--- config.mk ---
export PLATFORM = sky130hd
export DESIGN_NAME = atrp_post
export DESIGN_NICKNAME = d
export VERILOG_FILES = /design/src/rtl/accel_tilt_roll_pitch_macros.svh /design/src/rtl/atrp_pkg.sv /design/src/rtl/atrp_post.sv
export SDC_FILE = /design/constraint.sdc
export NUM_CORES = 1
export LEC_CHECK = 0
export BUFFER_PORTS_ARGS = -buffer_cell sky130_fd_sc_hd__buf_2
export CAP_MARGIN = 20
export CELL_PAD_IN_SITES_DETAIL_PLACEMENT = 1
export CELL_PAD_IN_SITES_GLOBAL_PLACEMENT = 2
export CORE_MARGIN = 2
export CORE_UTILIZATION = 16
export CTS_BUF_LIST = sky130_fd_sc_hd__clkbuf_4 sky130_fd_sc_hd__clkbuf_8
export CTS_CLUSTER_SIZE = 28
export DETAILED_ROUTE_END_ITERATION = 16
export PLACE_DENSITY = 0.83
export SKIP_CTS_REPAIR_TIMING = 1
export SYNTH_ARGS = -nofsm -noshare
export SYNTH_HDL_FRONTEND = slang
export SYNTH_SLANG_ARGS = --single-unit
--- constraint.sdc ---
create_clock -name clk -period 1.6 [get_ports clk]
set_input_delay 0.32 -clock clk [delete_from_list [all_inputs] [get_ports clk]]
set_output_delay 0.32 -clock clk [all_outputs]
set_load 0.02 [all_outputs]
--- src/rtl/accel_tilt_roll_pitch_macros.svh ---
// Assertion macros for the tilt block RTL, used by the top level.
// Needs a clock named clk and an active-low reset named arst_n in the using scope.
`ifndef ACCEL_TILT_ROLL_PITCH_MACROS_SVH
`define ACCEL_TILT_ROLL_PITCH_MACROS_SVH

// Check a property on every rising clock edge outside reset.
`define ATRP_ASSERT(lbl, prop, msg) \
	lbl: assert property (@(posedge clk) disable iff (!arst_n) (prop)) \
		else $error(msg);

// Check that a condition in one cycle implies another condition in the next cycle.
`define ATRP_ASSERT_NEXT(lbl, ante, cons, msg) \
	lbl: assert property (@(posedge clk) disable iff (!arst_n) (ante) |=> (cons)) \
		else $error(msg);

`endif

--- src/rtl/atrp_pkg.sv ---
// Types, widths and the arctangent table for the tilt block.
// No dependencies; every RTL module of the block uses it.
`default_nettype none

package atrp_pkg;

	localparam int DATA_W       = 16;
	localparam int ITER_DEFAULT = 16;
	localparam int ITER_MAX     = 24;
	localparam int FRAC_SHIFT   = 24;
	localparam int VEC_W        = 43;
	localparam int ACC_W        = 26;
	localparam int ANGLE_MAX    = 23040;
	localparam int ACC_QUARTER  = 5898240;
	localparam int ROUND_HALF   = 256;
	localparam int ROUND_SHIFT  = 9;
	localparam int RND_W        = ACC_W - ROUND_SHIFT;

	typedef logic signed [DATA_W-1:0] axis_t;
	typedef logic signed [VEC_W-1:0]  vec_t;
	typedef logic signed [ACC_W-1:0]  acc_t;

	typedef struct packed {
		vec_t a;
		vec_t b;
		acc_t acc;
		logic zero;
	} lane_t;

	typedef struct packed {
		lane_t pitch;
		lane_t roll;
	} pair_t;

	typedef struct packed {
		axis_t pitch_angle;
		axis_t roll_angle;
	} result_t;

	// round(atan(2^-i) degrees * 65536)
	function automatic acc_t atan_entry(input int idx);
		acc_t v;
		case (idx)
			0:       v = ACC_W'(2949120);
			1:       v = ACC_W'(1740967);
			2:       v = ACC_W'(919879);
			3:       v = ACC_W'(466945);
			4:       v = ACC_W'(234379);
			5:       v = ACC_W'(117304);
			6:       v = ACC_W'(58666);
			7:       v = ACC_W'(29335);
			8:       v = ACC_W'(14668);
			9:       v = ACC_W'(7334);
			10:      v = ACC_W'(3667);
			11:      v = ACC_W'(1833);
			12:      v = ACC_W'(917);
			13:      v = ACC_W'(458);
			14:      v = ACC_W'(229);
			15:      v = ACC_W'(115);
			16:      v = ACC_W'(57);
			17:      v = ACC_W'(29);
			18:      v = ACC_W'(14);
			19:      v = ACC_W'(7);
			20:      v = ACC_W'(4);
			21:      v = ACC_W'(2);
			22:      v = ACC_W'(1);
			default: v = '0;
		endcase
		return v;
	endfunction

endpackage

`default_nettype wire

--- src/rtl/atrp_post.sv ---
// Output stage: round the angle accumulators to 1/128 degree and saturate; a zero input vector gives 0.
// Depends on atrp_pkg.
`default_nettype none

module atrp_post (
	input  wire logic            clk,
	input  wire logic            arst_n,
	input  wire logic            in_valid,
	output logic                 in_ready,
	input  wire atrp_pkg::pair_t in_data,
	output logic                 out_valid,
	input  wire logic            out_ready,
	output atrp_pkg::result_t    out_data
);

	localparam logic signed [atrp_pkg::RND_W-1:0] RND_MAX =
		atrp_pkg::RND_W'(atrp_pkg::ANGLE_MAX);

	logic                 valid_s1;
	atrp_pkg::result_t    res_s1;
	atrp_pkg::result_t    res_next;

	function automatic atrp_pkg::axis_t finish(input atrp_pkg::lane_t l);
		atrp_pkg::acc_t                      sum;
		logic signed [atrp_pkg::RND_W-1:0]   rnd;
		atrp_pkg::axis_t                     r;
		sum = l.acc + atrp_pkg::ACC_W'(atrp_pkg::ROUND_HALF);
		rnd = atrp_pkg::RND_W'(sum >>> atrp_pkg::ROUND_SHIFT);
		if (l.zero) begin
			r = '0;
		end else if (rnd > RND_MAX) begin
			r = atrp_pkg::DATA_W'(RND_MAX);
		end else if (rnd < -RND_MAX) begin
			r = atrp_pkg::DATA_W'(-RND_MAX);
		end else begin
			r = atrp_pkg::DATA_W'(rnd);
		end
		return r;
	endfunction

	always_comb begin
		res_next.roll_angle  = finish(in_data.roll);
		res_next.pitch_angle = finish(in_data.pitch);
	end

	assign in_ready = !valid_s1 || out_ready;

	always_ff @(posedge clk or negedge arst_n) begin
		if (!arst_n) begin
			valid_s1 <= 1'b0;
		end else if (in_ready) begin
			valid_s1 <= in_valid;
		end
	end

	always_ff @(posedge clk) begin
		if (in_valid && in_ready) begin
			res_s1 <= res_next;
		end
	end

	assign out_valid = valid_s1;
	assign out_data  = res_s1;

endmodule

`default_nettype wire
==> metrics.md <==
| Metric | Value |
|---|---|
| Root buffer cell | `clkbuf_8` |
| Clock sinks | `33` |
| Maximum VDD drop | `roughly 370 uV` |
| Register area share after synthesis | `0.385` |
| Most numerous cell in the Yosys netlist | `nor2_1` |
| CTS Buf Count | `5` |
| Crit Path Max Fanout | `5` |
| Mapped Cells | `287` |
| Final worst-path cycle share | `1.33` |
| Vias in the first global route | `between 2,000 and 3,000` |
| Grt total ovfl | `0` |
| Critical Path End | `out_data[23]$_SDFFCE_PP0P_` |
| Synthesis-stage register bit count | `33` |
| H-tree Lvls | `2` |
| IO Count | `264` |
| WS Path Type | `in2reg` |
| HP Class | `in2reg` |
| Worst setup path startpoint | `in_data[122]` |
| Detailed Route WL | `about 11,000 um` |
| Buffers added on ports | `75` |
| Pre-antenna DRT Iters | `4` |
| R2r endpoint | `out_data[11]$_SDFFCE_PP0P_` |
| Gp weighted congestion | `between 0.7 and 0.8` |
| Drt drc | `0` |
| Worst Setup Slack, final | `-0.533 ns` |
| Clock buffer depth | `2` |
| Dpl ws | `-1.07 ns` |
| CP Data Required Time | `1.64 ns` |
| Worst Tran Pin Value | `approximately 0.44 ns` |
| Final hold violations | `0` |
| Ys Warns | `0` |
| Fin crit period | `approximately 2.1 ns` |
| Static Leak | `between 1.5 and 2 nW` |
| Area post-placement | `approximately 3900 sq um` |
| Max-Cap Viols | `0` |
| Vias post-DR | `2,980` |
| Antenna violations before repair | `0` |
| Syn Area/Cell | `8.93 sq um` |
| Worst r2r src | `out_valid$_DFFE_PN0N_` |
| Setup slack, reg-to-reg | `approximately 0.31 ns` |
| Setup Skew | `roughly 0.0079 ns` |
| Failing checks | `negative setup slack` |
| Layout cells sized above 1 | `0.593` |
| WP data arrival | `approximately 2.2 ns` |
| GRT Total Usage | `0.109` |
| Antenna fix cells | `0` |
| Achievable clock frequency | `approximately 470 MHz` |
| Reg clk slew, reported paths | `~0.070 ns` |
| Post-synth EDFFs | `32` |
| Post-synth cell types | `57` |
| Fin nets | `700` |
| # rows | `between 40 and 50` |
| Post-DP HPWL | `roughly 7700 um` |
| Synth Flop Type | `edfxtp_1` |
| Drt initial violations | `63` |
| Die Width | `about 130 um` |
| Post-synth ARST share | `0.0303` |
| Crit start category | `primary input` |
| Vias per std cell | `4.35` |
| First-pass GRT wire length | `14,800 um` |
| Max-slew headroom | `0.705` |
| Worst setup EP type | `flip-flop` |
| Cell Area, Synth | `~2600 sq um` |
| RSZ-0062 raised after global routing | `yes` |
| Skew-Pair Late Insertion Delay | `between 0.2 and 0.3 ns` |
| Final instance area | `between 4000 and 5000 sq um` |
| Top cell type's share of synthesized area | `0.375` |
| Layout area overhead | `85.0%` |
| Initial Util | `0.162` |
| Worst R2R Path Depth | `2` |
| Wirelength per Cell | `between 15 and 20 um` |
| Pwr dens | `roughly 540 nW/um^2` |
| Die area | `~17,000 sq um` |
| Largest net degree at the start of global routing | `33` |
| Cell taking the most area after synthesis | `edfxtp_1` |
| Post-synth top cells | `nor2_1 (38), edfxtp_1 (32), nand2_1 (26), xnor2_1 (17), nand3_1 (15)` |
| Die height | `131 um` |
| Syn nets | `a little over 500` |
| Dpl cells | `between 600 and 700` |
| ANT nets after route | `0` |
| Final Max Tran Viols | `0` |
| Placeable Area | `between 15,000 and 20,000 sq um` |
| CTS tree | `done` |
| Layout Cells excl Fill | `between 600 and 700` |
| Status | `finished with violations` |
| Layout fillers | `approximately 1,900` |
| Setup violations, final | `30` |
| Top post-synthesis cells by area | `edfxtp_1 (38%), xnor2_1 (5.8%), nor2_1 (5.6%)` |
==> state kept, by name, summed over array words and instances, names as in the netlist <==
signal	cells
out_valid	1
out_data	32
==> report_power, final <==
group          internal, mW  total (mW)  switching, mW
Combinational         0.414       0.895          0.481
Sequential             1.02        1.04         0.0193
Clock                 0.318       0.625          0.307
Total                  1.75        2.56          0.807
==> area by class of cell <==
class                           instances  area, sq um  share of cell area
Sequential cell                        33          986               0.208
Tap cell                              216          270              0.0570
Clock buffer                            6         76.3              0.0161
Multi-Input combinational cell        232         1960               0.414
Timing Repair Buffer                  190         1420               0.298
Inverter                                6         22.5             0.00475
Clock inverter                          2         10.0             0.00211
==> worst max-delay path, cell delays in order <==
cell and delay [ns]:
buf_8 0.09, ha_4 0.14, nand3_4 0.08, or4_4 0.58, nor3_4 0.25, nor3_2 0.06
a41o_2 0.29, o211ai_4 0.26, nor2_1 0.09
==> cells in the final DEF, fill, tap and decap left out, drive strengths merged, types with 3 or more instances in the layout <==
cell type,instances
or4,3
and2,3
nor4,10
buf,189
inv,6
nor2,38
and4,3
edfxtp,32
a211oi,3
nand2,26
nand2b,3
xor2,13
o21ai,9
nor3,12
nand3,17
xnor2,17
nand4,9
o21a,3
a31oi,5
clkbuf,6
o211ai,7
a21oi,13
and3,6
==> routing by layer <==
layer | track usage | wire (um) | vias up
met5 | 0 | 0 | -
met4 | 0.0219 | 164 | 0
met3 | 0.0232 | 367 | 18
met2 | 0.183 | 5260 | 61
met1 | 0.145 | 4880 | 1466
li1 | - | - | 1435
==> worst min path at each step <==
stage | slack [ns] | to | depth (start not counted) | startpoint
5_1_grt | 0.25 | out_valid$_DFFE_PN0N_ | 2 | in_valid
3_5_place_dp | 0.1 | out_valid$_DFFE_PN0N_ | 1 | arst_n
3_3_place_gp | 0.1 | out_valid$_DFFE_PN0N_ | 1 | arst_n
2_1_floorplan | 0.02 | out_valid$_DFFE_PN0N_ | 0 | arst_n
4_1_cts | -0.23 | out_valid$_DFFE_PN0N_ | 1 | arst_n
6_report | 0.24 | out_valid$_DFFE_PN0N_ | 2 | in_valid
==> per-stage QoR <==
| stage | TNS (ns) | hold slack, ns | util | power [mW] |
|---|---|---|---|---|
| global route | -15.33 | 0.248 | 0.301 | 2.70 |
| finish | -12.85 | 0.242 | 0.301 | 2.56 |
| CTS | -19.89 | -0.226 | 0.252 | 2.39 |
| floorplan | -18.13 | 0.0244 | - | 1.41 |
| global placement | -28.52 | 0.0952 | 0.246 | 1.73 |
| detailed placement | -30.24 | 0.0975 | 0.246 | 1.75 |
==> cell families after synthesis <==
logic type / count (synthesis) / synth area share
muxes: 2 / 0.00781
adders and majority gates: 2 / 0.00976
buffers and inverters: 23 / 0.0366
DFF: 33 / 0.385
xor gates and xnor gates: 30 / 0.103
and+or+nand+nor: 137 / 0.285
AOI/OAI and AO/OA: 60 / 0.174
(Power assumes the default switching activity.)
