==> config.mk <==
export PLATFORM = sky130hd
export DESIGN_NAME = atrp_pre
export DESIGN_NICKNAME = d
export VERILOG_FILES = /design/src/rtl/accel_tilt_roll_pitch_macros.svh /design/src/rtl/atrp_pkg.sv /design/src/rtl/atrp_pre.sv
export SDC_FILE = /design/constraint.sdc
export NUM_CORES = 1
export LEC_CHECK = 0
export BUFFER_PORTS_ARGS = -buffer_cell sky130_fd_sc_hd__buf_2
export CAP_MARGIN = 20
export CORE_MARGIN = 4
export CORE_UTILIZATION = 42
export DETAILED_ROUTE_END_ITERATION = 16
export HOLD_SLACK_MARGIN = 0.08
export PLACE_DENSITY = 0.86
export SYNTH_ARGS = -nofsm -noshare
export SYNTH_HDL_FRONTEND = slang
export SYNTH_SLANG_ARGS = --single-unit
==> constraint.sdc <==
create_clock -name clk -period 3 [get_ports clk]
set_input_delay 0.45 -clock clk [delete_from_list [all_inputs] [get_ports clk]]
set_output_delay 0.45 -clock clk [all_outputs]
set_load 0.02 [all_outputs]
==> src/rtl/accel_tilt_roll_pitch_macros.svh <==
// Assertion macros for the tilt block RTL, used by the top level.
// Needs a clock named clk and an active-low reset named arst_n in the using scope.
`ifndef ACCEL_TILT_ROLL_PITCH_MACROS_SVH
`define ACCEL_TILT_ROLL_PITCH_MACROS_SVH

// Check a property on every rising clock edge outside reset.
`define ATRP_ASSERT(lbl, prop, msg) \
	lbl: assert property (@(posedge clk) disable iff (!arst_n) (prop)) \
		else $error(msg);

// Check that a condition in one cycle implies another condition in the next cycle.
`define ATRP_ASSERT_NEXT(lbl, ante, cons, msg) \
	lbl: assert property (@(posedge clk) disable iff (!arst_n) (ante) |=> (cons)) \
		else $error(msg);

`endif

==> src/rtl/atrp_pkg.sv <==
// Types, widths and the arctangent table for the tilt block.
// No dependencies; every RTL module of the block uses it.
`default_nettype none

package atrp_pkg;

	localparam int DATA_W       = 16;
	localparam int ITER_DEFAULT = 16;
	localparam int ITER_MAX     = 24;
	localparam int FRAC_SHIFT   = 24;
	localparam int VEC_W        = 43;
	localparam int ACC_W        = 26;
	localparam int ANGLE_MAX    = 23040;
	localparam int ACC_QUARTER  = 5898240;
	localparam int ROUND_HALF   = 256;
	localparam int ROUND_SHIFT  = 9;
	localparam int RND_W        = ACC_W - ROUND_SHIFT;

	typedef logic signed [DATA_W-1:0] axis_t;
	typedef logic signed [VEC_W-1:0]  vec_t;
	typedef logic signed [ACC_W-1:0]  acc_t;

	typedef struct packed {
		vec_t a;
		vec_t b;
		acc_t acc;
		logic zero;
	} lane_t;

	typedef struct packed {
		lane_t pitch;
		lane_t roll;
	} pair_t;

	typedef struct packed {
		axis_t pitch_angle;
		axis_t roll_angle;
	} result_t;

	// round(atan(2^-i) degrees * 65536)
	function automatic acc_t atan_entry(input int idx);
		acc_t v;
		case (idx)
			0:       v = ACC_W'(2949120);
			1:       v = ACC_W'(1740967);
			2:       v = ACC_W'(919879);
			3:       v = ACC_W'(466945);
			4:       v = ACC_W'(234379);
			5:       v = ACC_W'(117304);
			6:       v = ACC_W'(58666);
			7:       v = ACC_W'(29335);
			8:       v = ACC_W'(14668);
			9:       v = ACC_W'(7334);
			10:      v = ACC_W'(3667);
			11:      v = ACC_W'(1833);
			12:      v = ACC_W'(917);
			13:      v = ACC_W'(458);
			14:      v = ACC_W'(229);
			15:      v = ACC_W'(115);
			16:      v = ACC_W'(57);
			17:      v = ACC_W'(29);
			18:      v = ACC_W'(14);
			19:      v = ACC_W'(7);
			20:      v = ACC_W'(4);
			21:      v = ACC_W'(2);
			22:      v = ACC_W'(1);
			default: v = '0;
		endcase
		return v;
	endfunction

endpackage

`default_nettype wire

==> src/rtl/atrp_pre.sv <==
// Input stage: scale the axes and pre-rotate both operand pairs into the right half plane.
// Depends on atrp_pkg.
`default_nettype none

module atrp_pre (
	input  wire logic            clk,
	input  wire logic            arst_n,
	input  wire logic            in_valid,
	output logic                 in_ready,
	input  wire atrp_pkg::axis_t accel_x,
	input  wire atrp_pkg::axis_t accel_y,
	input  wire atrp_pkg::axis_t accel_z,
	output logic                 out_valid,
	input  wire logic            out_ready,
	output atrp_pkg::pair_t      out_data
);

	logic            valid_s1;
	atrp_pkg::pair_t pair_s1;
	atrp_pkg::pair_t pair_next;

	function automatic atrp_pkg::lane_t prerotate(input atrp_pkg::axis_t num,
		input atrp_pkg::axis_t den);
		atrp_pkg::lane_t l;
		atrp_pkg::vec_t  a0;
		atrp_pkg::vec_t  b0;
		a0 = atrp_pkg::vec_t'(den) <<< atrp_pkg::FRAC_SHIFT;
		b0 = atrp_pkg::vec_t'(num) <<< atrp_pkg::FRAC_SHIFT;
		l.zero = (num == '0) && (den == '0);
		if (a0 < 0) begin
			if (b0 >= 0) begin
				l.a   = b0;
				l.b   = -a0;
				l.acc = atrp_pkg::ACC_W'(atrp_pkg::ACC_QUARTER);
			end else begin
				l.a   = -b0;
				l.b   = a0;
				l.acc = -atrp_pkg::ACC_W'(atrp_pkg::ACC_QUARTER);
			end
		end else begin
			l.a   = a0;
			l.b   = b0;
			l.acc = '0;
		end
		return l;
	endfunction

	always_comb begin
		pair_next.roll  = prerotate(accel_y, accel_z);
		pair_next.pitch = prerotate(accel_x, accel_z);
	end

	assign in_ready = !valid_s1 || out_ready;

	always_ff @(posedge clk or negedge arst_n) begin
		if (!arst_n) begin
			valid_s1 <= 1'b0;
		end else if (in_ready) begin
			valid_s1 <= in_valid;
		end
	end

	always_ff @(posedge clk) begin
		if (in_valid && in_ready) begin
			pair_s1 <= pair_next;
		end
	end

	assign out_valid = valid_s1;
	assign out_data  = pair_s1;

endmodule

`default_nettype wire

==> flow_summary.toml, run 1 <==
[outcome]
status = "finished clean"

[setup_path]
path_cells = "buf_2 > inv_1 > ha_1 > or4b_2 > o41ai_2 > xor2_1 > a21oi_1"
required_ps = 3090
r2r-start = "out_valid$_DFFE_PN0N_"
startpoint = "accel_y[0]"
critPathSlowestCell = "or4b_2"
cp_slowest_stage_delay_ps = 670
path_buf_inv = 2
end_kind = "flop"
path_class = "input pin to flop"
crit_arrival_ps = 2180
critPathLaunchType = "input pin"
worst-path-max-fanout = 3
crit_family = "simple AND/OR/NAND/NOR gates"

[place]
gp_congestion = 0.872
io_buffer_count = 149
place_area_um2 = 5820
dp_hpwl_mm = 10.8
dp.cells = 824

[clock_tree]
post_cts_resized = 0
clock_sinks = 84
clockBufferDepth = 2
cts_root_buffer = "clkbuf_16"
cts_tree = "done"
worstSkewPairLatency_ps = 350
numCtsBuffers = 9
h-tree-depth = 3
cts.reportedPaths.clkPinSlew_ps = 70

[pwr]
p_seq_frac = 0.449
p_int_w = 0.00214
clock_power_share = 0.329
netSwitchingPower_w = 0.00100
power_leakage_nw = 2.59
p_per_area_nw_per_um2 = 514
swShare = 0.319
ir_drop_uv = 208
p_comb_frac = 0.222

[run]
drv_cap = 0

[global_route]
grt_max_degree = 62
grt_pass1_wl_mm = 19.6
track_usage = 0.174
grt_overflow_total = 0
grt_pass1_vias = 3592
antenna_found_initial = 1

[sta]
fin_hold_ws_ps = 301
period_share = 0.698
finalSetupTns_ps = 0
hold_violations = 0
final.min_clock_period_ps = 2090
tightestPinTransition_ps = 719
rsz0062_at_grt = "no"
skew_ps = 11.5
setup_violations = 0
finalMaxSlewViolations = 0
maxSlewHeadroom = 0.521
fmax_mhz = 477

[route]
initialDrtViolationCount = 336
wl_mm = 13.9
drc_errors = 0
vias = 3925
viasPerCell = 4.67
wire_per_inst_um = 16.6
firstDrtPassIters = 4
postRouteAntennaNets = 0

[die]
initial_core_util = 0.436
ios = 280
dieArea_um2 = 15200
core_area_um2 = 12800
die_w_um = 123
num_rows = 41
die-height_um = 123

[logic_synthesis]
synth-adder-area-share = 0.00672
synth_compound_area_frac = 0.114
synth-async-reset-ratio = 0.0119
synthCells = 545
syn_area_um2 = 5590
synth_warnings = 0
ys_ff_latch = 84
synth-simple-area-share = 0.107
synth-seq-area-share = 0.451
syn_avg_cell_area_um2 = 10.2
synth-xor-area-share = 0.0768
synth_ff_type = "edfxtp_1"
ys_types = 43
synth_top_family_by_area = "buffers and inverters"
synthMuxAreaShare = 0.00717
synth_edf_count = 83

[finish]
final_nets = 719
drive_above_1_share = 0.287
syn2layout_area_growth_pct = 9.39
n_antenna_cell = 0
layout_common_cells = "148 x buf_2, 136 x conb_1, 83 x edfxtp_1, 59 x a21oi_1, 52 x nor2_1"
final_common_cell = "buf_2"
finalNonFillerCells = 841
final_area_um2 = 6110

[worst_hold_path]
hp-start = "in_valid"
hold_path.class = "input pin to flop"
## logic make-up after synthesis
family,after synthesis
other,1
and+or+nand+nor,110
adders and majority gates,3
buffers and inverters,192
muxes,4
xor gates and xnor gates,49
AOI/OAI and AO/OA,102
DFF,84
## cell usage after synthesis, types with 4 or more instances
cell type	number	area, um2
a21oi_1	59	295
a31oi_1	9	56.3
a41oi_1	6	52.6
buf_4	143	1070
buf_6	5	56.3
clkbuf_1	30	113
edfxtp_1	83	2490
inv_1	10	37.5
mux2i_1	4	40.0
nand2_1	6	22.5
nor2_1	52	195
nor2b_1	4	25.0
nor3_1	4	20.0
nor4_1	5	31.3
o21ai_0	10	50.1
o31ai_1	9	67.6
o41ai_1	4	35.0
o41ai_2	5	81.3
or2_2	5	31.3
or3_1	7	43.8
xnor2_1	26	228
xor2_1	23	201
## layer usage
metal	global-route usage	part of all wire	vias up
met3	0.0471	0.098	25
met4	0.0720	0.023	2
met1	0.187	0.35	1815
li1	-	-	1859
met5	0	0.00093	-
met2	0.321	0.53	224
## through the flow
stage	setup slack, ps	power, W	utilization
final	905	0.00314	0.476
after global placement	640	0.00212	0.454
after CTS	937	0.00316	0.476
after global routing	788	0.00327	0.476
after detailed placement	576	0.00213	0.454
after floorplan	770	0.00207	-
## worst reg2reg max path, stage by stage (launching register included)
cell      delay, ps
dfrtp_1         370
nand2b_1        110
and2_4          490
buf_12          320
## layout make-up
cell class / instances / area [um2]
fillers: 1213 / 6720
multi-input cells: 404 / 2260
repair buffers: 155 / 808
inverters: 10 / 37.5
clock inverters: 7 / 50.0
flip-flops and latches: 84 / 2520
clock buffers: 9 / 225
well taps: 172 / 215
## timing repair
action | CTS | global route
setup buffers | 0 | 0
hold endpoints to repair | 1 | 0
hold buffers | 1 | 0
## final timing paths
check	to	slack, ps	cells past startpoint
worst max-delay path	out_data[106]$_DFFE_PP_	910	7
worst min register to register	out_valid$_DFFE_PN0N_	530	2
min in group asynchronous	out_valid$_DFFE_PN0N_	410	2
worst max register to register	out_data[182]$_DFFE_PP_	1360	3
worst min-delay path	out_valid$_DFFE_PN0N_	300	2
max in group asynchronous	out_valid$_DFFE_PN0N_	2510	2
## sequential cells by signal, indices dropped and copies added (netlist names)
name and flops:
out_data 83, out_valid 1
## power groups by stage
stage                     logic [W]  clock network [W]  registers, W
final                      0.000697            0.00103       0.00141
after global routing       0.000757            0.00110       0.00142
after CTS                  0.000698            0.00105       0.00141
after detailed placement   0.000694                  0       0.00144
after global placement     0.000684                  0       0.00143
after floorplan            0.000539                  0       0.00153
Power figures use the tool's default switching activity.
==> run 2, diff against run 1 <==
--- a/config.mk
+++ b/config.mk
@@ -5,13 +5,14 @@
 export SDC_FILE = /design/constraint.sdc
 export NUM_CORES = 1
 export LEC_CHECK = 0
+export ABC_AREA = 1
 export BUFFER_PORTS_ARGS = -buffer_cell sky130_fd_sc_hd__buf_2
 export CAP_MARGIN = 20
 export CORE_MARGIN = 4
-export CORE_UTILIZATION = 42
+export CORE_UTILIZATION = 43
 export DETAILED_ROUTE_END_ITERATION = 16
 export HOLD_SLACK_MARGIN = 0.08
-export PLACE_DENSITY = 0.86
+export PLACE_DENSITY = 0.88
 export SYNTH_ARGS = -nofsm -noshare
 export SYNTH_HDL_FRONTEND = slang
 export SYNTH_SLANG_ARGS = --single-unit
==> constraint.sdc (replaced) <==
create_clock -name clk -period 1.85 [get_ports clk]
set_input_delay 0.2775 -clock clk [delete_from_list [all_inputs] [get_ports clk]]
set_output_delay 0.2775 -clock clk [all_outputs]
set_load 0.02 [all_outputs]
==> run 2 against run 1 <==
Against the previous run:
- sequential share of layout area is 1.4 points lower
- register-to-register slack worse by 890 ps
- sequential cell count stayed put
- clock power is 57% higher
- power is 61% higher
- clock skew is 5.3 ps lower
- final cell count is 16% higher
- die area is 0.73% lower
- setup slack worse by 440 ps
- hold slack worse by 130 ps
- synthesized cell count is 21% higher
- critical path type is now flop to flop
- largest cell class unchanged
- highest routed layer unchanged
==> flow_summary.toml, run 2 <==
[die]
initial_core_util = 0.444
ios = 280
core_area_um2 = 12800
die-height_um = 123
die_w_um = 123
num_rows = 41
dieArea_um2 = 15100

[clock_tree]
post_cts_resized = 0
cts_tree = "done"
cts_setup_buffers = 0
clock_sinks = 84
worstSkewPairLatency_ps = 340
cts_hold_buf = 1
numCtsBuffers = 9
cts.reportedPaths.clkPinSlew_ps = 60
h-tree-depth = 3
cts_root_buffer = "clkbuf_16"
clockBufferDepth = 2

[finish]
layout_common_cells = "149 x buf_2, 140 x nand2_1, 136 x conb_1, 83 x edfxtp_1, 64 x inv_1"
largest_reg_flops = 83
final.fill_count = 1205
syn2layout_area_growth_pct = 11.5
final_nets = 855
drive_above_1_share = 0.245
final_common_cell = "buf_2"

[logic_synthesis]
synth-seq-area-share = 0.444
synth_top_area_share = 0.439
synth-async-reset-ratio = 0.0119
ys_types = 34
synthCells = 660
synth_ff_type = "edfxtp_1"
synth_most_common_cell = "buf_4"
synth_edf_count = 83
synth_warnings = 0
ys_ff_latch = 84
yosysTopAreaCell = "edfxtp_1"
syn_avg_cell_area_um2 = 8.60
synth_area_leaders = "edfxtp_1 44%, buf_4 19%, nand2_1 9.3%"
synth_commonest_cells = "147 x buf_4, 140 x nand2_1, 83 x edfxtp_1"
syn_area_um2 = 5670

[setup_path]
path_class = "flop to flop"
startpoint = "out_valid$_DFFE_PN0N_"
critPathSlowestCell = "dfrtp_2"
crit_arrival_ps = 1400
worst-path-max-fanout = 45
r2r-start = "out_valid$_DFFE_PN0N_"
end_kind = "flop"
r2r-end = "out_data[210]$_DFFE_PP_"
cp_slowest_stage_delay_ps = 430
required_ps = 1870
crit_family = "flip-flops"
path_buf_inv = 1
critPathLaunchType = "flop"
worst-path-stages = 2
rrSetupSlack_ps = 470
r2r_cells = 2
path_cells = "a21oi_4 > buf_12"

[sta]
maxSlewHeadroom = 0.582
hold_violations = 0
fmax_mhz = 725
finalSetupTns_ps = 0
period_share = 0.746
tightestPinTransition_ps = 627
finalMaxSlewViolations = 0
setup_violations = 0
final.min_clock_period_ps = 1380
rsz0062_at_grt = "no"
fin_ws_ps = 470
skew_ps = 6.25

[route]
postRouteAntennaNets = 0
drc_errors = 0
vias = 4668
viasPerCell = 4.77
initialDrtViolationCount = 533
wire_per_inst_um = 15.1
wl_mm = 14.8
firstDrtPassIters = 5

[global_route]
track_usage = 0.186
grt_max_degree = 46
grt_pass1_vias = 4113
grt_overflow_total = 0
antenna_found_initial = 4
grt_pass1_wl_mm = 21.3

[worst_hold_path]
hold_path.class = "input pin to flop"
holdPathStages = 3
hp-start = "in_valid"
min_to = "out_valid$_DFFE_PN0N_"

[place]
dp_hpwl_mm = 11.7
gp_congestion = 0.929
io_buffer_count = 149
dp_slack_ps = 161

[pwr]
p_per_area_nw_per_um2 = 797
p_total_w = 0.00504
power_leakage_nw = 3.04
ir_drop_uv = 426

[run]
drv_cap = 0

[outcome]
status = "finished clean"
-- run 2: final cells by class --
type                       instances  area, um2  area share
clock inverter                     5       28.8     0.00455
multi-input combinational        475       2210       0.349
tap                              172        215      0.0340
inverter                          70        263      0.0415
sequential                        84       2520       0.398
clock buffer                      11        233      0.0368
timing repair buffer             160        856       0.135
antenna                            2       5.00    0.000791
-- run 2: cells by family after synthesis --
group,share of synthesized area
flip-flops,0.444
other,0.000661
AO/OA/AOI/OAI,0.0781
XOR/XNOR,0.00772
AND/OR/NAND/NOR,0.205
adder cells (fa/ha/maj),0.00662
buffers and inverters,0.258
-- run 2: layer usage --
| layer | vias up | wire length, um | track usage |
|---|---|---|---|
| met3 | 32 | 1940 | 0.0521 |
| li1 | 2208 | - | - |
| met5 | - | 27 | 0 |
| met4 | 6 | 346 | 0.0693 |
| met2 | 336 | 7090 | 0.312 |
| met1 | 2086 | 5370 | 0.227 |
-- run 2: worst reg2reg max path, stage by stage (launching register included) --
cell,delay (ps)
dfrtp_2,430
a21oi_4,310
buf_12,300
-- run 2: power breakdown --
| group | internal [W] | switching, W | total (W) |
|---|---|---|---|
| clock network | 0.000901 | 0.000720 | 0.00162 |
| registers | 0.00225 | 0.0000361 | 0.00229 |
| logic | 0.000278 | 0.000854 | 0.00113 |
-- run 2: worst max-delay path by stage --
stage,slack [ps],to
after floorplan,-470,out_data[0]$_DFFE_PP_
after global placement,220,out_data[108]$_DFFE_PP_
after detailed placement,160,out_data[219]$_DFFE_PP_
after CTS,470,out_data[51]$_DFFE_PP_
after global routing,350,out_data[219]$_DFFE_PP_
final,470,out_data[210]$_DFFE_PP_
-- run 2: per-stage QoR --
step / instance area, um2 / cells / util / hold WS, ps
6_report: 6330 / 979 / 0.495 / 171
5_1_grt: 6330 / 979 / 0.495 / 164
4_1_cts: 6320 / 977 / 0.495 / 158
3_5_place_dp: 6050 / 960 / 0.474 / 53.6
3_3_place_gp: 6050 / 960 / 0.474 / 52.2
2_1_floorplan: 6190 / 795 / - / -18.1
