<file path="src/rtl/accel_tilt_roll_pitch_macros.svh">
// Assertion macros for the tilt block RTL, used by the top level.
// Needs a clock named clk and an active-low reset named arst_n in the using scope.
`ifndef ACCEL_TILT_ROLL_PITCH_MACROS_SVH
`define ACCEL_TILT_ROLL_PITCH_MACROS_SVH

// Check a property on every rising clock edge outside reset.
`define ATRP_ASSERT(lbl, prop, msg) \
	lbl: assert property (@(posedge clk) disable iff (!arst_n) (prop)) \
		else $error(msg);

// Check that a condition in one cycle implies another condition in the next cycle.
`define ATRP_ASSERT_NEXT(lbl, ante, cons, msg) \
	lbl: assert property (@(posedge clk) disable iff (!arst_n) (ante) |=> (cons)) \
		else $error(msg);

`endif

</file>
<file path="src/rtl/atrp_pkg.sv">
// Types, widths and the arctangent table for the tilt block.
// No dependencies; every RTL module of the block uses it.
`default_nettype none

package atrp_pkg;

	localparam int DATA_W       = 16;
	localparam int ITER_DEFAULT = 16;
	localparam int ITER_MAX     = 24;
	localparam int FRAC_SHIFT   = 24;
	localparam int VEC_W        = 43;
	localparam int ACC_W        = 26;
	localparam int ANGLE_MAX    = 23040;
	localparam int ACC_QUARTER  = 5898240;
	localparam int ROUND_HALF   = 256;
	localparam int ROUND_SHIFT  = 9;
	localparam int RND_W        = ACC_W - ROUND_SHIFT;

	typedef logic signed [DATA_W-1:0] axis_t;
	typedef logic signed [VEC_W-1:0]  vec_t;
	typedef logic signed [ACC_W-1:0]  acc_t;

	typedef struct packed {
		vec_t a;
		vec_t b;
		acc_t acc;
		logic zero;
	} lane_t;

	typedef struct packed {
		lane_t pitch;
		lane_t roll;
	} pair_t;

	typedef struct packed {
		axis_t pitch_angle;
		axis_t roll_angle;
	} result_t;

	// round(atan(2^-i) degrees * 65536)
	function automatic acc_t atan_entry(input int idx);
		acc_t v;
		case (idx)
			0:       v = ACC_W'(2949120);
			1:       v = ACC_W'(1740967);
			2:       v = ACC_W'(919879);
			3:       v = ACC_W'(466945);
			4:       v = ACC_W'(234379);
			5:       v = ACC_W'(117304);
			6:       v = ACC_W'(58666);
			7:       v = ACC_W'(29335);
			8:       v = ACC_W'(14668);
			9:       v = ACC_W'(7334);
			10:      v = ACC_W'(3667);
			11:      v = ACC_W'(1833);
			12:      v = ACC_W'(917);
			13:      v = ACC_W'(458);
			14:      v = ACC_W'(229);
			15:      v = ACC_W'(115);
			16:      v = ACC_W'(57);
			17:      v = ACC_W'(29);
			18:      v = ACC_W'(14);
			19:      v = ACC_W'(7);
			20:      v = ACC_W'(4);
			21:      v = ACC_W'(2);
			22:      v = ACC_W'(1);
			default: v = '0;
		endcase
		return v;
	endfunction

endpackage

`default_nettype wire

</file>
<file path="src/rtl/atrp_rot.sv">
// One CORDIC micro-rotation stage for both angles, with its own pipeline register.
// Depends on atrp_pkg for the lane types and the arctangent table.
`default_nettype none

module atrp_rot #(
	parameter int IDX = 0
) (
	input  wire logic            clk,
	input  wire logic            arst_n,
	input  wire logic            in_valid,
	output logic                 in_ready,
	input  wire atrp_pkg::pair_t in_data,
	output logic                 out_valid,
	input  wire logic            out_ready,
	output atrp_pkg::pair_t      out_data
);

	localparam atrp_pkg::acc_t STEP = atrp_pkg::atan_entry(IDX);

	logic            valid_s1;
	atrp_pkg::pair_t pair_s1;
	atrp_pkg::pair_t pair_next;

	function automatic atrp_pkg::lane_t rotate(input atrp_pkg::lane_t l);
		atrp_pkg::lane_t r;
		atrp_pkg::vec_t  da;
		atrp_pkg::vec_t  db;
		atrp_pkg::vec_t  a_in;
		atrp_pkg::vec_t  b_in;
		a_in   = l.a;
		b_in   = l.b;
		da     = b_in >>> IDX;
		db     = a_in >>> IDX;
		r.zero = l.zero;
		if (b_in >= 0) begin
			r.a   = a_in + da;
			r.b   = b_in - db;
			r.acc = l.acc + STEP;
		end else begin
			r.a   = a_in - da;
			r.b   = b_in + db;
			r.acc = l.acc - STEP;
		end
		return r;
	endfunction

	always_comb begin
		pair_next.roll  = rotate(in_data.roll);
		pair_next.pitch = rotate(in_data.pitch);
	end

	assign in_ready = !valid_s1 || out_ready;

	always_ff @(posedge clk or negedge arst_n) begin
		if (!arst_n) begin
			valid_s1 <= 1'b0;
		end else if (in_ready) begin
			valid_s1 <= in_valid;
		end
	end

	always_ff @(posedge clk) begin
		if (in_valid && in_ready) begin
			pair_s1 <= pair_next;
		end
	end

	assign out_valid = valid_s1;
	assign out_data  = pair_s1;

endmodule

`default_nettype wire

</file>
<file path="config.mk">
export PLATFORM = sky130hd
export DESIGN_NAME = atrp_rot
export DESIGN_NICKNAME = d
export VERILOG_FILES = /design/src/rtl/accel_tilt_roll_pitch_macros.svh /design/src/rtl/atrp_pkg.sv /design/src/rtl/atrp_rot.sv
export SDC_FILE = /design/constraint.sdc
export NUM_CORES = 1
export LEC_CHECK = 0
export CAP_MARGIN = 0
export CORE_MARGIN = 5
export CORE_UTILIZATION = 39
export DETAILED_ROUTE_END_ITERATION = 10
export DONT_BUFFER_PORTS = 1
export HOLD_SLACK_MARGIN = 0.08
export PLACE_DENSITY = 0.52
export REMOVE_ABC_BUFFERS = 1
export SLEW_MARGIN = 20
export SYNTH_ARGS = -nofsm -noshare
export SYNTH_HDL_FRONTEND = slang
export SYNTH_SLANG_ARGS = --single-unit
</file>
<file path="constraint.sdc">
create_clock -name clk -period 14.45 [get_ports clk]
set_clock_uncertainty 0.15 [all_clocks]
set_input_delay 0.7225 -clock clk [delete_from_list [all_inputs] [get_ports clk]]
set_output_delay 0.7225 -clock clk [all_outputs]
set_load 0.005 [all_outputs]
</file>
==> results.md, run 1 <==
* Status: completed
* Synth Area in Simple Gates at around an eighth
* CP Launch Type: primary input
* Max Cap Violations at 0
* Fraction of the mapped netlist area in adder cells at between 10% and 20%
* Yosys cell types at 84
* Endpoint type of the worst setup path: flop
* TNS Setup at 0 ns
* Fmax at 249 MHz
* Register Area at approximately 6800 um^2
* Leak Pwr at approximately 10 nW
* Area of the multi-input gates at roughly 14000 um^2
* First-pass GRT wire length at around 130000 um
* Routed vias at 20861
* Hold Crit Class: in2async
* Vias in the first global route at 20741
* Crit Reg-Reg Endpoint: out_data[199]$_DFFE_PP_
* Hold_ws at 0.188 ns
* Launching point of the worst reg2reg path: out_valid$_DFFE_PN0N_
* Die X at 251 um
* Vert. Die Dim at 251 um
* Drc violations at 0
* CTS H-Tree Depth at 1
* Share of layout cells above drive strength 1 at 3.23%
* Met2 wire length at 42000 um
* Least-Margin Pin Slew at around 1.1 ns
* Headroom to the max-slew limit at around 23%
* Filler cell count at 5901
* PwrDens at about 96 nW/um^2
* Number of synthesized flops with an enable pin at about 220
* Main combinational cell family by area after synthesis: compound AO/OA/AOI/OAI gates
* Pins Over Slew Limit at 0
* Worst slack, placed at 9.95 ns
* Final Hold Viols at 0
* Initial antenna violation count at 2
* Xor-xnor portion of the synthesized cell area at between 6 and 7%
* Synth Area in Compound Gates at around a quarter
* #FFs+latches synth at between 200 and 250
* CTS clock-pin slew for the worst setup and hold paths at 0.06 ns
* Worst R2R Path Depth at 4
* WL met3 at about 7000 um
* Final HPWL DP at 70800 um
* Time the worst path needs with I/O delays and setup at approximately 4 ns
* Die area at 63100 um^2
* GRT Util Overall at about a quarter
* Uppermost layer routed: met4
* Reg2Reg Setup Slack at about 11 ns
* Final antenna-violating net count at 0
* Clock root cell: clkbuf_16
* Wl on met1 at between 30000 and 40000 um
* Req. time, crit path at ~15 ns
* CTS tree: built
* Mapped Cells at roughly 2700
* Synthesis Warnings at 0
* CP startpoint: in_data[32]
* Total CTS buffers at 28
* Period utilization at 27.8%
* IO Count at 458
* First-pass DRT Iterations at 5
* Syn Area/Cell at ~8.4 um^2
* Ys async rst share at less than 1%
* Drt total wl at 88100 um
* Sink Count at roughly 230
* Clock Path Buffers at 3
* Setup bufs post-CTS at 0
* Vias/cell at 6.03
* Wire length per cell at approximately 25 um
* Row count at 88
* Critical path arrival at about 4.2 ns
* Worst-path maximum fanout at 13
* Resized Gates After CTS at 0
* Starting DRT DRC Count at 1891
* Area delta synth->final at 7.83%
* Initial Util at about 39%
* Largest net degree at the start of global routing at 100
* # setup viols final at 0
* Nets at around 3200
* Slack of the critical path at between 10 and 15 ns
* Peak supply drop at 0.0740 mV
* Final Core Density at 42.4%
* Mux contribution to synthesized area at under 10%
* WS Path Type: in2reg
* Final GP Congestion at just under 1
* I/O Buffers at 0
* Top_reg_cell synth: edfxtp_1
* Sequential share of the synthesized area at between 20% and 30%
* Unrepaired setup endpoints after global routing: no
* Clock insertion delay at the later pin of the skew report at around 0.58 ns
* Total gr overflow at 0
* Core ar. at 57700 um^2
* Cell area after synthesis at between 20000 and 25000 um^2
## layout by cell type (no fill, tap or decap), types with 11 or more instances in the layout
cell,count
mux2i_1,60
ha_1,268
nand3_1,45
o21a_1,26
a31oi_1,23
a21o_1,60
edfxtp_1,224
clkbuf_16,28
o211ai_1,19
a21boi_0,11
nor2b_1,29
o31ai_1,31
xnor2_1,159
a21oi_1,354
nor3_1,72
nand2_1,163
nor4_1,14
and3_1,11
or3_1,17
nor2_1,219
nand4_1,33
inv_2,13
o21ai_0,178
inv_1,260
a211oi_1,23
o21bai_1,67
xor2_1,20
dlygate4sd3_1,36
nand2b_1,21
o21ai_1,23
## metal layers
metal / track usage (%) / vias up
li1: - / 9623
met2: 44.6 / 859
met1: 33.8 / 10252
met3: 5.65 / 127
met4: 7.58 / 0
met5: 0 / -
## synthesized netlist by cell type (60+ instances only)
| cell | instances | area share (%) |
|---|---|---|
| o21ai_0 | 178 | 3.9 |
| nand2_1 | 163 | 2.7 |
| a21oi_1 | 354 | 7.8 |
| mux2i_1 | 60 | 2.6 |
| ha_1 | 268 | 15 |
| xnor2_1 | 159 | 6.1 |
| a21o_1 | 60 | 2.0 |
| inv_1 | 261 | 4.3 |
| nor3_1 | 72 | 1.6 |
| edfxtp_1 | 224 | 30 |
| o21bai_1 | 67 | 2.2 |
| nor2_1 | 219 | 3.6 |
| clkbuf_1 | 80 | 1.3 |
## stage by stage
stage / area [um^2] / instances / power (mW)
2_1_floorplan: 22200 / 2597 / 1.42
3_3_place_gp: 23300 / 3370 / 1.68
3_5_place_dp: 23300 / 3370 / 1.67
4_1_cts: 24500 / 3456 / 2.36
5_1_grt: 24500 / 3456 / 2.47
6_report: 24500 / 3458 / 2.35
## layout make-up
type | instances | share of cell area [%]
repair buffers | 44 | 1.72
inverters | 277 | 4.25
diodes | 2 | 0.0204
clock buffers | 36 | 2.99
well taps | 765 | 3.91
multi-input cells | 2095 | 59.0
clock inverters | 14 | 0.506
flip-flops and latches | 225 | 27.6
## report_power, final
part	switching [mW]	internal (mW)	leakage [nW]
Clock	0.286	0.375	0.402
Sequential	0.0518	0.831	2.14
Combinational	0.526	0.278	7.45
## cell families after synthesis
| logic type | count (synthesis) |
|---|---|
| AOI/OAI and AO/OA | 929 |
| xor gates and xnor gates | 179 |
| adders and majority gates | 276 |
| buffers and inverters | 393 |
| DFF | 225 |
| muxes | 61 |
| and+or+nand+nor | 650 |
## how the worst max path moves through the flow
stage / end / slack (ns) / depth (start not counted)
detailed placement: out_data[112]$_DFFE_PP_ / 9.95 / 12
global route: out_data[225]$_DFFE_PP_ / 10.27 / 12
floorplan: out_data[0]$_DFFE_PP_ / 7.70 / 2
global placement: out_data[105]$_DFFE_PP_ / 10.00 / 12
finish: out_data[66]$_DFFE_PP_ / 10.43 / 12
CTS: out_data[112]$_DFFE_PP_ / 10.58 / 12
## flip-flops by register name, indices dropped and copies added, names as in the netlist
name and cells:
out_valid 1, out_data 224
## critical path, cell delays in order
cell and delay, ns:
inv_1 0.02, ha_1 0.46, nor2_1 0.29, nand2_1 0.08, o211ai_1 0.43, a311oi_2 0.29
o31ai_1 0.74, a211oi_2 0.29, o31ai_1 0.35, a21oi_1 0.14, o22a_1 0.23, xnor2_1 0.14
## what timing repair did
item / CTS / global route
hold buffers: 36 / 0
endpoints found under the hold margin: 36 / 0
setup endpoints to repair: 0 / 0
No activity file was read; power rests on OpenSTA's default activity.
==> run 2, diff against run 1 <==
clock period = 3.7 ns   (was 14.45 ns; I/O delays follow)
==> results.md, run 2 (synthesized netlist as in run 1, its figures left out) <==
* Drc violations at 0 (unchanged)
* I/O Buffers at 0 (unchanged)
* Time the worst path needs with I/O delays and setup at approximately 3.6 ns
* CP Launch Type: primary input
* Worst R2R Path Depth at 3 (-1)
* Commonest non-fill, non-tap cell in the layout: a21oi_1
* WS Path Type: in2reg
* Endpoint type of the worst setup path: flop
* Initial antenna violation count at 0 (-2)
* Nets at 3477 (+9.4%)
* Register Area at 6750 um^2 (unchanged)
* First-pass GRT wire length at 135000 um (+3.4%)
* Clock root cell: clkbuf_16
* Placed inst area at 24400 um^2 (+4.8%)
* Wire length per cell at 24.1 um (-5.4%)
* Number of flip-flops in the largest register at 224 (unchanged)
* Initial Util at 39.3% (unchanged)
* Commonest cells after routing, fill and taps aside: a21oi_1 (350), ha_1 (268), inv_1 (259), edfxtp_1 (224), nor2_1 (219)
* Hold Crit Class: in2reg
* CTS H-Tree Depth at 1 (unchanged)
* Pins Over Slew Limit at 0 (unchanged)
* Area of the multi-input gates at 14500 um^2 (+0.39%)
* Final HPWL DP at 71700 um (+1.3%)
* Antenna Cells at 0 (-2)
* Final Cell Area at 27300 um^2 (+12%)
* Share of layout cells above drive strength 1 at 8.19% (+5.0 points)
* Worst-path maximum fanout at 3 (-10)
* Slack of the critical path at 0.0718 ns (-10.36 ns)
* Clock insertion delay at the later pin of the skew report at 0.57 ns (about the same)
* Clock Path Buffers at 3 (unchanged)
* Fmax at 276 MHz
* Hold Path Stages at 5
* Sink Count at 225 (unchanged)
* Final GP Congestion at 0.978 (+1.4%)
* Vert. Die Dim at 251 um (unchanged)
* # setup viols final at 0 (unchanged)
* Peak supply drop at 0.346 mV (+370%)
* Critical path arrival at 3.82 ns (-0.38 ns)
* Status: completed
* First-pass DRT Iterations at 6 (+1)
* Starting DRT DRC Count at 1916 (+1.3%)
* Least-Margin Pin Slew at 0.814 ns (-0.332 ns)
* Total power at 9.94 mW (+320%)
* Leak Pwr at 11.4 nW (+14%)
* GRT Util Overall at 26.9% (+0.72 points)
* Req. time, crit path at 3.89 ns (-10.74 ns)
* CTS tree: built
* Total CTS buffers at 28 (unchanged)
* Filler cell count at 5740 (-2.7%)
* TNS Setup at 0 ns (unchanged)
* Vias in the first global route at 21947 (+5.8%)
* PwrDens at 364 nW/um^2 (+280%)
* Die X at 251 um (unchanged)
* Row count at 88 (unchanged)
* Final Hold Viols at 0 (unchanged)
* Hold_ws at 0.118 ns (-0.0694 ns)
* Total gr overflow at 0 (unchanged)
* Worst slack, placed at 0.0446 ns (-9.91 ns)
* Final antenna-violating net count at 0 (unchanged)
* Routed vias at 22041 (+5.7%)
* Area delta synth->final at 20.3%
* Die area at 63100 um^2 (unchanged)
* Vias/cell at 5.87 (-2.7%)
* Drt total wl at 90600 um (+2.8%)
* Core ar. at 57700 um^2 (unchanged)
* Period utilization at between 90% and 100%
* Largest net degree at the start of global routing at 97 (-3.0%)
* Max Cap Violations at 0 (unchanged)
* Headroom to the max-slew limit at 45.2% (+23 points)
* CTS clock-pin slew for the worst setup and hold paths at 0.06 ns (about the same)
* IO Count at 458 (unchanged)
## run 2: cell count changes in the layout (fill, tap and decap cells not counted), sizes merged
cell / before / now
clkinv: 11 / 13
bufinv: 1 / 4
diode: 2 / 0
clkinvlp: 4 / 1
dlygate4sd3: 36 / 189
clkbuf: 36 / 34
buf: 8 / 155
## run 2: repair_timing
action | in CTS | in global routing
endpoints found under the hold margin | 215 | 0
buffers inserted | 0 | 0
setup endpoints to repair | 0 | 5
resized for setup | 0 | 15
hold buffers | 191 | 0
## run 2: cell type report
type,instances,share of cell area (%)
Inverter,277,3.81
Multi-Input combinational cell,2095,53.1
Tap cell,765,3.50
Clock buffer,34,2.73
Timing Repair Buffer,344,11.5
Clock inverter,16,0.678
Sequential cell,225,24.7
## run 2: through the flow
step           cells  util [%]
2_1_floorplan   2597         -
3_3_place_gp    3515      42.3
3_5_place_dp    3515      42.3
4_1_cts         3756      47.2
5_1_grt         3756      47.3
6_report        3756      47.3
## run 2: where the power goes
group	switching (mW)	leakage [nW]	internal, mW	total (mW)
Clock	1.13	0.448	1.70	2.83
Sequential	0.199	2.14	3.24	3.44
Combinational	2.19	8.84	1.48	3.67
Total	3.52	11.4	6.42	9.94
## run 2: critical path, cell delays in order
cell	delay, ns
dlygate4sd3_1	0.57
ha_1	0.32
inv_2	0.05
a21oi_1	0.24
o21bai_1	0.19
a221o_1	0.33
a22o_1	0.21
a31oi_1	0.33
nor2_1	0.12
o41ai_2	0.37
a32oi_1	0.20
xnor2_1	0.15
dlygate4sd3_1	0.54
## run 2: path summary, 6_finish.rpt
check | from | to | slack [ns]
max | in_data[213] | out_data[182]$_DFFE_PP_ | 0.07
min | in_data[79] | out_data[37]$_DFFE_PP_ | 0.12
max reg2reg | out_valid$_DFFE_PN0N_ | out_data[156]$_DFFE_PP_ | 1.69
min reg2reg | out_valid$_DFFE_PN0N_ | out_data[59]$_DFFE_PP_ | 0.89
max in group asynchronous | arst_n | out_valid$_DFFE_PN0N_ | 3.09
min in group asynchronous | arst_n | out_valid$_DFFE_PN0N_ | 0.20
## run 2: metal layers
metal	global-route usage, %	up-vias	wire (um)
met3	5.33	152	7100
met5	0	-	0
met1	35.1	10665	37400
met4	8.03	0	2920
met2	45.6	981	43100
li1	-	10243	-
